==> config.mk <==
export PLATFORM = sky130hd
export DESIGN_NAME = fully_associative_lru_tlb_unit_flat
export DESIGN_NICKNAME = d
export VERILOG_FILES = /design/src/design/fatlb_pkg.sv /design/src/design/fatlb_req_if.sv /design/src/design/fatlb_rsp_if.sv /design/src/design/fatlb_cell.sv /design/src/design/fully_associative_lru_tlb_unit.sv /design/src/flat_wrapper.sv
export SDC_FILE = /design/constraint.sdc
export NUM_CORES = 1
export LEC_CHECK = 0
export ABC_AREA = 1
export BUFFER_PORTS_ARGS = -buffer_cell sky130_fd_sc_hd__buf_2
export CAP_MARGIN = 20
export CORE_UTILIZATION = 55
export CTS_CLUSTER_SIZE = 10
export DETAILED_ROUTE_END_ITERATION = 10
export HOLD_SLACK_MARGIN = 0.02
export MAX_ROUTING_LAYER = met4
export PLACE_DENSITY = 0.73
export SLEW_MARGIN = 15
export SYNTH_ARGS = -nofsm -noshare
export SYNTH_HDL_FRONTEND = slang
export SYNTH_HIERARCHICAL = 1
export SYNTH_SLANG_ARGS = --single-unit
==> constraint.sdc <==
create_clock -name clk -period 12.3 [get_ports clk]
set_clock_uncertainty 0.2 [all_clocks]
set_input_delay 1.23 -clock clk [delete_from_list [all_inputs] [get_ports clk]]
set_output_delay 1.23 -clock clk [all_outputs]
set_load 0.03 [all_outputs]
==> src/design/fatlb_pkg.sv <==
package fatlb_pkg;

  localparam int ENTRIES      = 5;
  localparam int OFFSET_BITS  = 12;
  localparam int ADDRESS_BITS = 32;

  localparam int ADDRESS_W     = 32;
  localparam int PAGE_NUMBER_W = 20;
  localparam int PAGE_OFFSET_W = 12;
  localparam int SLOT_W        = 3;

  localparam int KEY_W   = (ADDRESS_BITS < ADDRESS_W) ? ADDRESS_BITS : ADDRESS_W;
  localparam int IDX_W   = (ENTRIES > 1) ? $clog2(ENTRIES) : 1;
  localparam int RANK_W  = IDX_W;
  localparam int LIMIT_W = $clog2(ENTRIES + 1);
  localparam int COUNT_W = LIMIT_W;

  typedef logic [KEY_W-1:0]   key_t;
  typedef logic [IDX_W-1:0]   idx_t;
  typedef logic [RANK_W-1:0]  rank_t;
  typedef logic [LIMIT_W-1:0] limit_t;
  typedef logic [COUNT_W-1:0] count_t;

  localparam rank_t  LRU_RANK  = RANK_W'(ENTRIES - 1);
  localparam limit_t AGE_ALL   = LIMIT_W'(ENTRIES);
  localparam limit_t AGE_FULL  = LIMIT_W'(ENTRIES - 1);
  localparam count_t FULL_COUNT = COUNT_W'(ENTRIES);

  // Search results rippling along the row of entries.
  typedef struct packed {
    logic  found;
    idx_t  found_idx;
    rank_t found_rank;
    logic  lru_found;
    idx_t  lru_idx;
  } chain_t;

  // Update broadcast to every entry when a request is accepted.
  typedef struct packed {
    logic   en;
    logic   write;
    idx_t   target;
    limit_t limit;
  } update_t;

endpackage

==> src/design/fatlb_req_if.sv <==
interface fatlb_req_if;
  logic                            valid;
  logic                            ready;
  logic [fatlb_pkg::ADDRESS_W-1:0] address;

  modport source (output valid, output address, input ready);
  modport sink (input valid, input address, output ready);
endinterface

==> src/design/fatlb_rsp_if.sv <==
interface fatlb_rsp_if;
  logic                                valid;
  logic                                ready;
  logic                                hit;
  logic [fatlb_pkg::PAGE_NUMBER_W-1:0] page_number;
  logic [fatlb_pkg::PAGE_OFFSET_W-1:0] page_offset;
  logic [fatlb_pkg::SLOT_W-1:0]        slot;
  logic                                replaced;

  modport source (
    output valid, output hit, output page_number, output page_offset,
    output slot, output replaced, input ready
  );
  modport sink (
    input valid, input hit, input page_number, input page_offset,
    input slot, input replaced, output ready
  );
endinterface

==> src/design/fatlb_cell.sv <==
module fatlb_cell (
  input  logic              clk,
  input  logic              rst,
  input  fatlb_pkg::idx_t   index,
  input  fatlb_pkg::key_t   key,
  input  fatlb_pkg::update_t upd,
  input  fatlb_pkg::chain_t chain_in,
  output fatlb_pkg::chain_t chain_out
);
  import fatlb_pkg::*;

  key_t  address;
  logic  valid;
  rank_t rank;

  logic match;
  logic is_lru;

  assign match  = valid && (address == key);
  assign is_lru = valid && (rank == LRU_RANK);

  always_comb begin
    chain_out = chain_in;
    if (!chain_in.found && match) begin
      chain_out.found      = 1'b1;
      chain_out.found_idx  = index;
      chain_out.found_rank = rank;
    end
    if (!chain_in.lru_found && is_lru) begin
      chain_out.lru_found = 1'b1;
      chain_out.lru_idx   = index;
    end
  end

  always_ff @(posedge clk) begin
    if (rst) begin
      valid <= 1'b0;
      rank  <= '0;
    end else if (upd.en) begin
      if (upd.target == index) begin
        valid <= 1'b1;
        rank  <= '0;
      end else if (valid && (LIMIT_W'(rank) < upd.limit)) begin
        rank <= rank + 1'b1;
      end
    end
  end

  always_ff @(posedge clk) begin
    if (upd.en && upd.write && (upd.target == index)) begin
      address <= key;
    end
  end

endmodule

==> src/design/fully_associative_lru_tlb_unit.sv <==
// Channel  Direction  Fields
// req      in         address
// rsp      out        hit, page_number, page_offset, slot, replaced
//
// Each request is looked up and the table updated in the cycle it is accepted,
// so one request is taken per cycle; the search ripples through the row of entry
// cells in that same cycle. Its response appears in the output register on the
// next cycle. Reset clears all valid bits, ranks and the fill count. While the
// output register holds a response that is not taken, no new request is accepted.
module fully_associative_lru_tlb_unit (
  input logic clk,
  input logic rst,
  fatlb_req_if.sink   req,
  fatlb_rsp_if.source rsp
);
  import fatlb_pkg::*;

  chain_t  chain [ENTRIES+1];
  update_t upd;
  key_t    key;
  count_t  filled_count;
  logic    full;
  logic    accept;

  logic [ADDRESS_W-1:0] key_wide;
  logic [ADDRESS_W-1:0] shifted;

  assign key      = req.address[KEY_W-1:0];
  assign key_wide = ADDRESS_W'(key);
  assign shifted  = key_wide >> OFFSET_BITS;
  assign full     = (filled_count == FULL_COUNT);

  assign req.ready = !rsp.valid || rsp.ready;
  assign accept    = req.valid && req.ready;

  assign chain[0] = '0;

  for (genvar i = 0; i < ENTRIES; i++) begin : g_cell
    fatlb_cell u_cell (
      .clk       (clk),
      .rst       (rst),
      .index     (IDX_W'(i)),
      .key       (key),
      .upd       (upd),
      .chain_in  (chain[i]),
      .chain_out (chain[i+1])
    );
  end

  always_comb begin
    upd.en = accept;
    if (chain[ENTRIES].found) begin
      upd.write  = 1'b0;
      upd.target = chain[ENTRIES].found_idx;
      upd.limit  = LIMIT_W'(chain[ENTRIES].found_rank);
    end else if (!full) begin
      upd.write  = 1'b1;
      upd.target = filled_count[IDX_W-1:0];
      upd.limit  = AGE_ALL;
    end else begin
      upd.write  = 1'b1;
      upd.target = chain[ENTRIES].lru_idx;
      upd.limit  = AGE_FULL;
    end
  end

  always_ff @(posedge clk) begin
    if (rst) begin
      filled_count <= '0;
      rsp.valid    <= 1'b0;
    end else begin
      if (accept) begin
        rsp.valid <= 1'b1;
        if (!chain[ENTRIES].found && !full) begin
          filled_count <= filled_count + 1'b1;
        end
      end else if (rsp.ready) begin
        rsp.valid <= 1'b0;
      end
    end
  end

  always_ff @(posedge clk) begin
    if (accept) begin
      rsp.hit         <= chain[ENTRIES].found;
      rsp.page_number <= shifted[PAGE_NUMBER_W-1:0];
      rsp.page_offset <= PAGE_OFFSET_W'(key_wide & ((ADDRESS_W'(1) << OFFSET_BITS) - 1'b1));
      rsp.slot        <= SLOT_W'(upd.target);
      rsp.replaced    <= !chain[ENTRIES].found && full;
    end
  end

endmodule
==> src/flat_wrapper.sv <==
// flat-port wrapper written by rule: the top's interface ports become plain ports
module fully_associative_lru_tlb_unit_flat import fatlb_pkg::*;
  (clk, rst, req_valid, req_address, req_ready, rsp_valid, rsp_hit, rsp_page_number, rsp_page_offset, rsp_slot, rsp_replaced, rsp_ready);
  fatlb_req_if req_i ();
  fatlb_rsp_if rsp_i ();
  input logic clk;
  input logic rst;
  input wire logic [$bits(req_i.valid)-1:0] req_valid;
  input wire logic [$bits(req_i.address)-1:0] req_address;
  output wire logic [$bits(req_i.ready)-1:0] req_ready;
  output wire logic [$bits(rsp_i.valid)-1:0] rsp_valid;
  output wire logic [$bits(rsp_i.hit)-1:0] rsp_hit;
  output wire logic [$bits(rsp_i.page_number)-1:0] rsp_page_number;
  output wire logic [$bits(rsp_i.page_offset)-1:0] rsp_page_offset;
  output wire logic [$bits(rsp_i.slot)-1:0] rsp_slot;
  output wire logic [$bits(rsp_i.replaced)-1:0] rsp_replaced;
  input wire logic [$bits(rsp_i.ready)-1:0] rsp_ready;
  assign req_i.valid = req_valid;
  assign req_i.address = req_address;
  assign req_ready = req_i.ready;
  assign rsp_valid = rsp_i.valid;
  assign rsp_hit = rsp_i.hit;
  assign rsp_page_number = rsp_i.page_number;
  assign rsp_page_offset = rsp_i.page_offset;
  assign rsp_slot = rsp_i.slot;
  assign rsp_replaced = rsp_i.replaced;
  assign rsp_i.ready = rsp_ready;
  fully_associative_lru_tlb_unit u_core (.clk(clk), .rst(rst), .req(req_i), .rsp(rsp_i));
endmodule
==> results of run 1 <==
-- area by class of cell --
class                      instances  area, µm²  share of cell area (%)
sequential                       221       6400                    48.2
multi-input combinational        853       4410                    33.2
inverter                         230        871                    6.57
clock buffer                      47        761                    5.74
timing repair buffer              79        480                    3.62
tap                              270        338                    2.55
clock inverter                     1       5.00                  0.0378
-- layout by cell type, fill, tap and decap left out, types with 19 or more instances in the layout --
| master | n |
|---|---|
| a21oi_1 | 19 |
| buf_2 | 74 |
| clkbuf_1 | 19 |
| clkbuf_16 | 27 |
| conb_1 | 56 |
| dfxtp_1 | 24 |
| edfxtp_1 | 197 |
| ha_1 | 22 |
| inv_1 | 218 |
| nand2_1 | 393 |
| nand3_1 | 42 |
| nand4_1 | 39 |
| nor2_1 | 107 |
| o21ai_1 | 19 |
| xnor2_1 | 60 |
-- flip-flops by register name, indices dropped and copies added (netlist names) --
signal and flops:
u_core/g_cell.u_cell/rank 15, u_core/filled_count 3, u_core/rsp.valid 1, u_core/rsp.page_offset 12, u_core/rsp.page_number 20, u_core/g_cell.u_cell/address 160, u_core/rsp.slot 3, u_core/g_cell.u_cell/valid 5
u_core/rsp.hit 1, u_core/rsp.replaced 1
-- worst max-delay path by stage --
| stage | from | end | slack, ps | cells past startpoint |
|---|---|---|---|---|
| after floorplan | req_address[18] | u_core/g_cell[4].u_cell/address[0] | 6330 | 20 |
| after global placement | req_address[18] | u_core/g_cell[2].u_cell/address[1] | 5980 | 22 |
| after detailed placement | req_address[18] | u_core/g_cell[2].u_cell/address[1] | 5910 | 22 |
| after CTS | req_address[18] | u_core/g_cell[2].u_cell/address[17] | 6420 | 22 |
| after global routing | req_address[5] | u_core/g_cell[3].u_cell/address[8] | 6060 | 24 |
| final | req_address[18] | u_core/g_cell[3].u_cell/address[8] | 6430 | 22 |
-- metrics by stage --
stage | area, µm² | util (%) | power [W]
final | 13300 | 65.3 | 0.00171
after global routing | 13300 | 65.3 | 0.00177
after CTS | 13200 | 64.8 | 0.00172
after detailed placement | 12400 | 61.0 | 0.00102
after global placement | 12400 | 61.0 | 0.00102
after floorplan | 11600 | - | 0.000964
-- metal layers --
layer / global-route usage [%] / part of all wire (%)
met5: - / 0
met4: 6.93 / 2.4
met3: 3.00 / 4.6
met2: 36.9 / 46
met1: 33.0 / 47
-- worst max-delay path: stages --
cell and delay [ps]:
buf_2 200, or2_2 330, nand3_1 120, nor2_2 50, nand2_2 100, nor2_8 60
nand2_1 70, nand2_1 40, inv_1 220, nand2_1 90, inv_1 220, nand2_1 90
inv_1 210, nand2_1 80, inv_1 210, nand2_1 280, clkinv_4 150, nand2_4 80
o211ai_1 700, xnor2_1 190, nand3_1 180, nor2_4 850
-- power groups by stage --
stage                      logic, W  registers (W)  clock network, W
final                      0.000160       0.000848          0.000700
after global routing       0.000180       0.000850          0.000743
after CTS                  0.000157       0.000848          0.000716
after detailed placement   0.000156       0.000864                 0
after global placement     0.000153       0.000863                 0
after floorplan           0.0000856       0.000879                 0
==> metrics.csv, run 1 <==
metric,value,unit
die width,146,µm
CP required,12230,ps
final hold vios,0,
largest net degree at the start of global routing,56,
initial antenna violation count,0,
WHS,315,ps
core area,0.0203,mm²
TritonCTS buffer count,26,
Comb pwr share,9.4,%
Mapped Avg Cell Area,9.14,µm²
CTS tree,built,
fin. max-slew vios,0,
CP endpoint kind,flop,
startpoint types,primary input,
Post-CTS Setup Inserts,0,
maximum clock rate,170,MHz
CTS H-tree depth,1,
Period minus WS final,5870,ps
vias in the first global route,7995,
Critical Path AT,5800,ps
vias per inst,4.93,
Starting DRT DRC Count,534,
reg2reg start,u_core/g_cell[0].u_cell/address[18],
Pint,0.00130,W
Slew Limit Headroom,27.3,%
dpl hpwl,15700,µm
Routed Antenna Nets,0,
"Max FO, Critical Path",32,
Psw,0.000406,W
first-pass detailed-route iteration total,4,
# fillers,1665,
clk_lat worst skew,520,ps
share of layout cells above drive strength 1,12.9,%
Die Height,146,µm
post-DR wirelength/cell,13.9,µm
Site Rows,52,
gr usage total,23.8,%
PnR worst setup slack,6430,ps
first-pass GRT wire length,39500,µm
RSZ-0062 raised after global routing,no,
Mapped Cells,1251,
die area,0.0214,mm²
routed vias,8389,
CTS root buf,clkbuf_16,
DRC Markers,0,
total wire length,23700,µm
CTS Buffer Depth,3,
Post-CTS Hold Fix Bufs,0,
max-cap viol count,0,
Layout area overhead,15.9,%
Starting Density,56.3,%
total clock sinks,221,
nets,1469,
synthesized area,0.0114,mm²
endpoints failing setup,0,
gpl congestion,0.898,
synth warn,6,
Power per Cell Area,129,mW/mm²
crit path kind,primary input to flop,
"Endpoint, Worst Hold",u_core/g_cell[0].u_cell/valid,
worst hold stages,2,
I/O pin count,75,
clock share of power,41.0,%
Worst VDD drop,135,µV
Worst Hold Launch,u_core/g_cell[0].u_cell/valid,
Setup TNS Final,0,ps
final cell count without fillers,1701,
final worst-path cycle share,47.7,%
Ant. Diodes,0,
worst slew pin tran,1090,ps
switch share,23.8,%
CTS resizes,0,
Seq pwr share,49.7,%
cell leakage power,6.02,nW
R2R depth,22,
"setup slack, reg-to-reg",7010,ps
Reg-to-Reg End,u_core/g_cell[3].u_cell/address[8],
clock-pin transition on the worst setup and hold timing paths,50,ps
Overflow after GRT,0,
IO buf count,74,
Worst Hold Class,flop to flop,
run status,finished clean,
Placed Instances,1649,
Post-Place Worst Slack,5910,ps
(Power assumes the default switching activity.)
==> inputs of run 2 (changes only) <==
==> constraint.sdc (replaced) <==
create_clock -name clk -period 5.9 [get_ports clk]
set_clock_uncertainty 0.2 [all_clocks]
set_input_delay 0.59 -clock clk [delete_from_list [all_inputs] [get_ports clk]]
set_output_delay 0.59 -clock clk [all_outputs]
set_load 0.03 [all_outputs]
==> metrics.csv, run 2 (same netlist as run 1, synthesis figures left out) <==
metric,value,unit
met3 usage,3.56,%
most frequent cells in the layout,"nand2_1, inv_1, edfxtp_1",
RSZ-0062 raised after global routing,no,
"delay-heaviest family, CP",simple AND/OR/NAND/NOR gates,
IO buf count,74,
vias per inst,4.94,
endpoints failing setup,0,
die area,0.0214,mm²
final hold vios,0,
total clock sinks,221,
clk_lat worst skew,530,ps
Die Height,146,µm
CP endpoint kind,flop,
run status,finished clean,
R2R depth,21,
cell leakage power,6.00,nW
final worst-path cycle share,84.0,%
worst hold stages,3,
die width,146,µm
largest stage delay on the critical path,810,ps
Placement Cell Area,0.0125,mm²
Post-CTS Hold Fix Bufs,0,
gr usage total,23.1,%
CTS Buffer Depth,3,
Period minus WS final,4960,ps
largest net degree at the start of global routing,46,
"Endpoint, Worst Hold",u_core/rsp.valid,
vias in the first global route,7948,
Worst Hold Launch,req_valid,
Top reg by flops,u_core/g_cell.u_cell/address,
crit path kind,flop to flop,
first-pass detailed-route iteration total,6,
met2 usage,36.2,%
fin. max-slew vios,0,
CTS root buf,clkbuf_16,
max-cap viol count,0,
total power,0.00349,W
post-route cell area,0.0132,mm²
initial antenna violation count,0,
crit-path cells,inv_1 -> or2_2 -> nand3_1 -> nor2_2 -> nand2_2 -> nor2_8 -> nand2_1 -> nand2_1 -> inv_1 -> nand2_1 -> inv_1 -> nand2_1 -> inv_1 -> nand2_1 -> inv_1 -> nand2_1 -> o21ai_0 -> xnor2_1 -> nand3_1 -> nor2_4 -> buf_12,
"Max FO, Critical Path",19,
core area,0.0203,mm²
DRC Markers,0,
Power per Cell Area,265,mW/mm²
max FFs per register,160,
share of layout cells above drive strength 1,13.1,%
CTS H-tree depth,1,
CP required,5930,ps
gpl congestion,0.837,
nets,1470,
Layout area overhead,15.3,%
CTS tree,built,
Reg-to-Reg End,u_core/g_cell[4].u_cell/address[29],
first-pass GRT wire length,38400,µm
Sequential Area,0.00640,mm²
TritonCTS buffer count,26,
Critical Path AT,4990,ps
clock-pin transition on the worst setup and hold timing paths,60,ps
# fillers,1656,
Site Rows,52,
total wire length,23700,µm
reg2reg start,u_core/g_cell[0].u_cell/address[18],
CTS resizes,0,
biggest regs,"u_core/g_cell.u_cell/address (160), u_core/rsp.page_number (20), u_core/g_cell.u_cell/rank (15)",
"setup slack, reg-to-reg",940,ps
Worst Hold Class,primary input to flop,
met1 Resource Use GR,31.5,%
Slew Limit Headroom,38.0,%
post-DR wirelength/cell,14.0,µm
Post-CTS Setup Inserts,0,
Worst Path Buf+Inv,6,
dpl hpwl,16300,µm
maximum clock rate,202,MHz
Starting DRT DRC Count,592,
startpoint types,flop,
I/O pin count,75,
worst slew pin tran,921,ps
Overflow after GRT,0,
Post-Place Worst Slack,520,ps
"most common cell after layout, fill and taps aside",nand2_1,
routed vias,8355,
critical path's slowest cell,o21ai_0,
Worst VDD drop,235,µV
PnR worst setup slack,943,ps
peak-usage layer in the global routing report,met2,
Starting Density,56.3,%
area of the multi-input gates,0.00441,mm²
Routed Antenna Nets,0,
Ant. Diodes,0,
Setup TNS Final,0,ps
"most used cell, CP",nand2_1,
-- run 2: cell count changes in the layout (fill, tap and decap cells not counted), sizes merged --
cell / delta
clkbuf: -11
clkinv: +2
buf: +1
-- run 2: power breakdown --
part           switching [W]  internal (W)  total, W  leakage (nW)
clock               0.000588      0.000801   0.00139         0.347
sequential         0.0000166       0.00175   0.00177          2.00
combinational       0.000231      0.000102  0.000333          3.65
total               0.000835       0.00266   0.00349          6.00
-- run 2: worst max-delay path by stage --
| stage | startpoint | to | cells after the start |
|---|---|---|---|
| floorplan | req_address[18] | u_core/g_cell[4].u_cell/address[0] | 20 |
| global placement | req_address[18] | u_core/g_cell[4].u_cell/address[1] | 21 |
| detailed placement | req_address[18] | u_core/g_cell[4].u_cell/address[29] | 21 |
| CTS | u_core/g_cell[0].u_cell/address[18] | u_core/g_cell[4].u_cell/address[23] | 21 |
| global route | u_core/g_cell[0].u_cell/address[27] | u_core/g_cell[4].u_cell/address[26] | 23 |
| finish | u_core/g_cell[0].u_cell/address[18] | u_core/g_cell[4].u_cell/address[29] | 21 |
-- run 2: routing by layer --
metal	routed length (µm)	up-vias
li1	-	4265
met4	450	0
met3	1280	39
met2	11000	204
met1	11000	3847
met5	0	-
-- run 2: through the flow --
stage               hold slack (ps)  std cells  util (%)
finish                          179       1693      65.0
global route                    190       1693      65.0
CTS                             169       1693      65.0
detailed placement              309       1654      61.5
global placement                308       1654      61.5
floorplan                       249       1305         -
-- run 2: worst reg2reg max path, stage by stage, from the launching register on --
cell and delay [ps]:
edfxtp_1 320, inv_1 70, or2_2 280, nand3_1 110
nor2_2 50, nand2_2 100, nor2_8 60, nand2_1 80
nand2_1 50, inv_1 210, nand2_1 80, inv_1 230
nand2_1 90, inv_1 220, nand2_1 90, inv_1 230
nand2_1 280, o21ai_0 810, xnor2_1 200, nand3_1 170
nor2_4 500, buf_12 250
-- run 2: layout make-up --
class	instances	share of cell area, %
clock buffer	36	5.22
clock inverter	3	0.199
inverter	230	6.60
multi-input combinational	853	33.4
sequential	221	48.5
tap	270	2.56
timing repair buffer	80	3.53
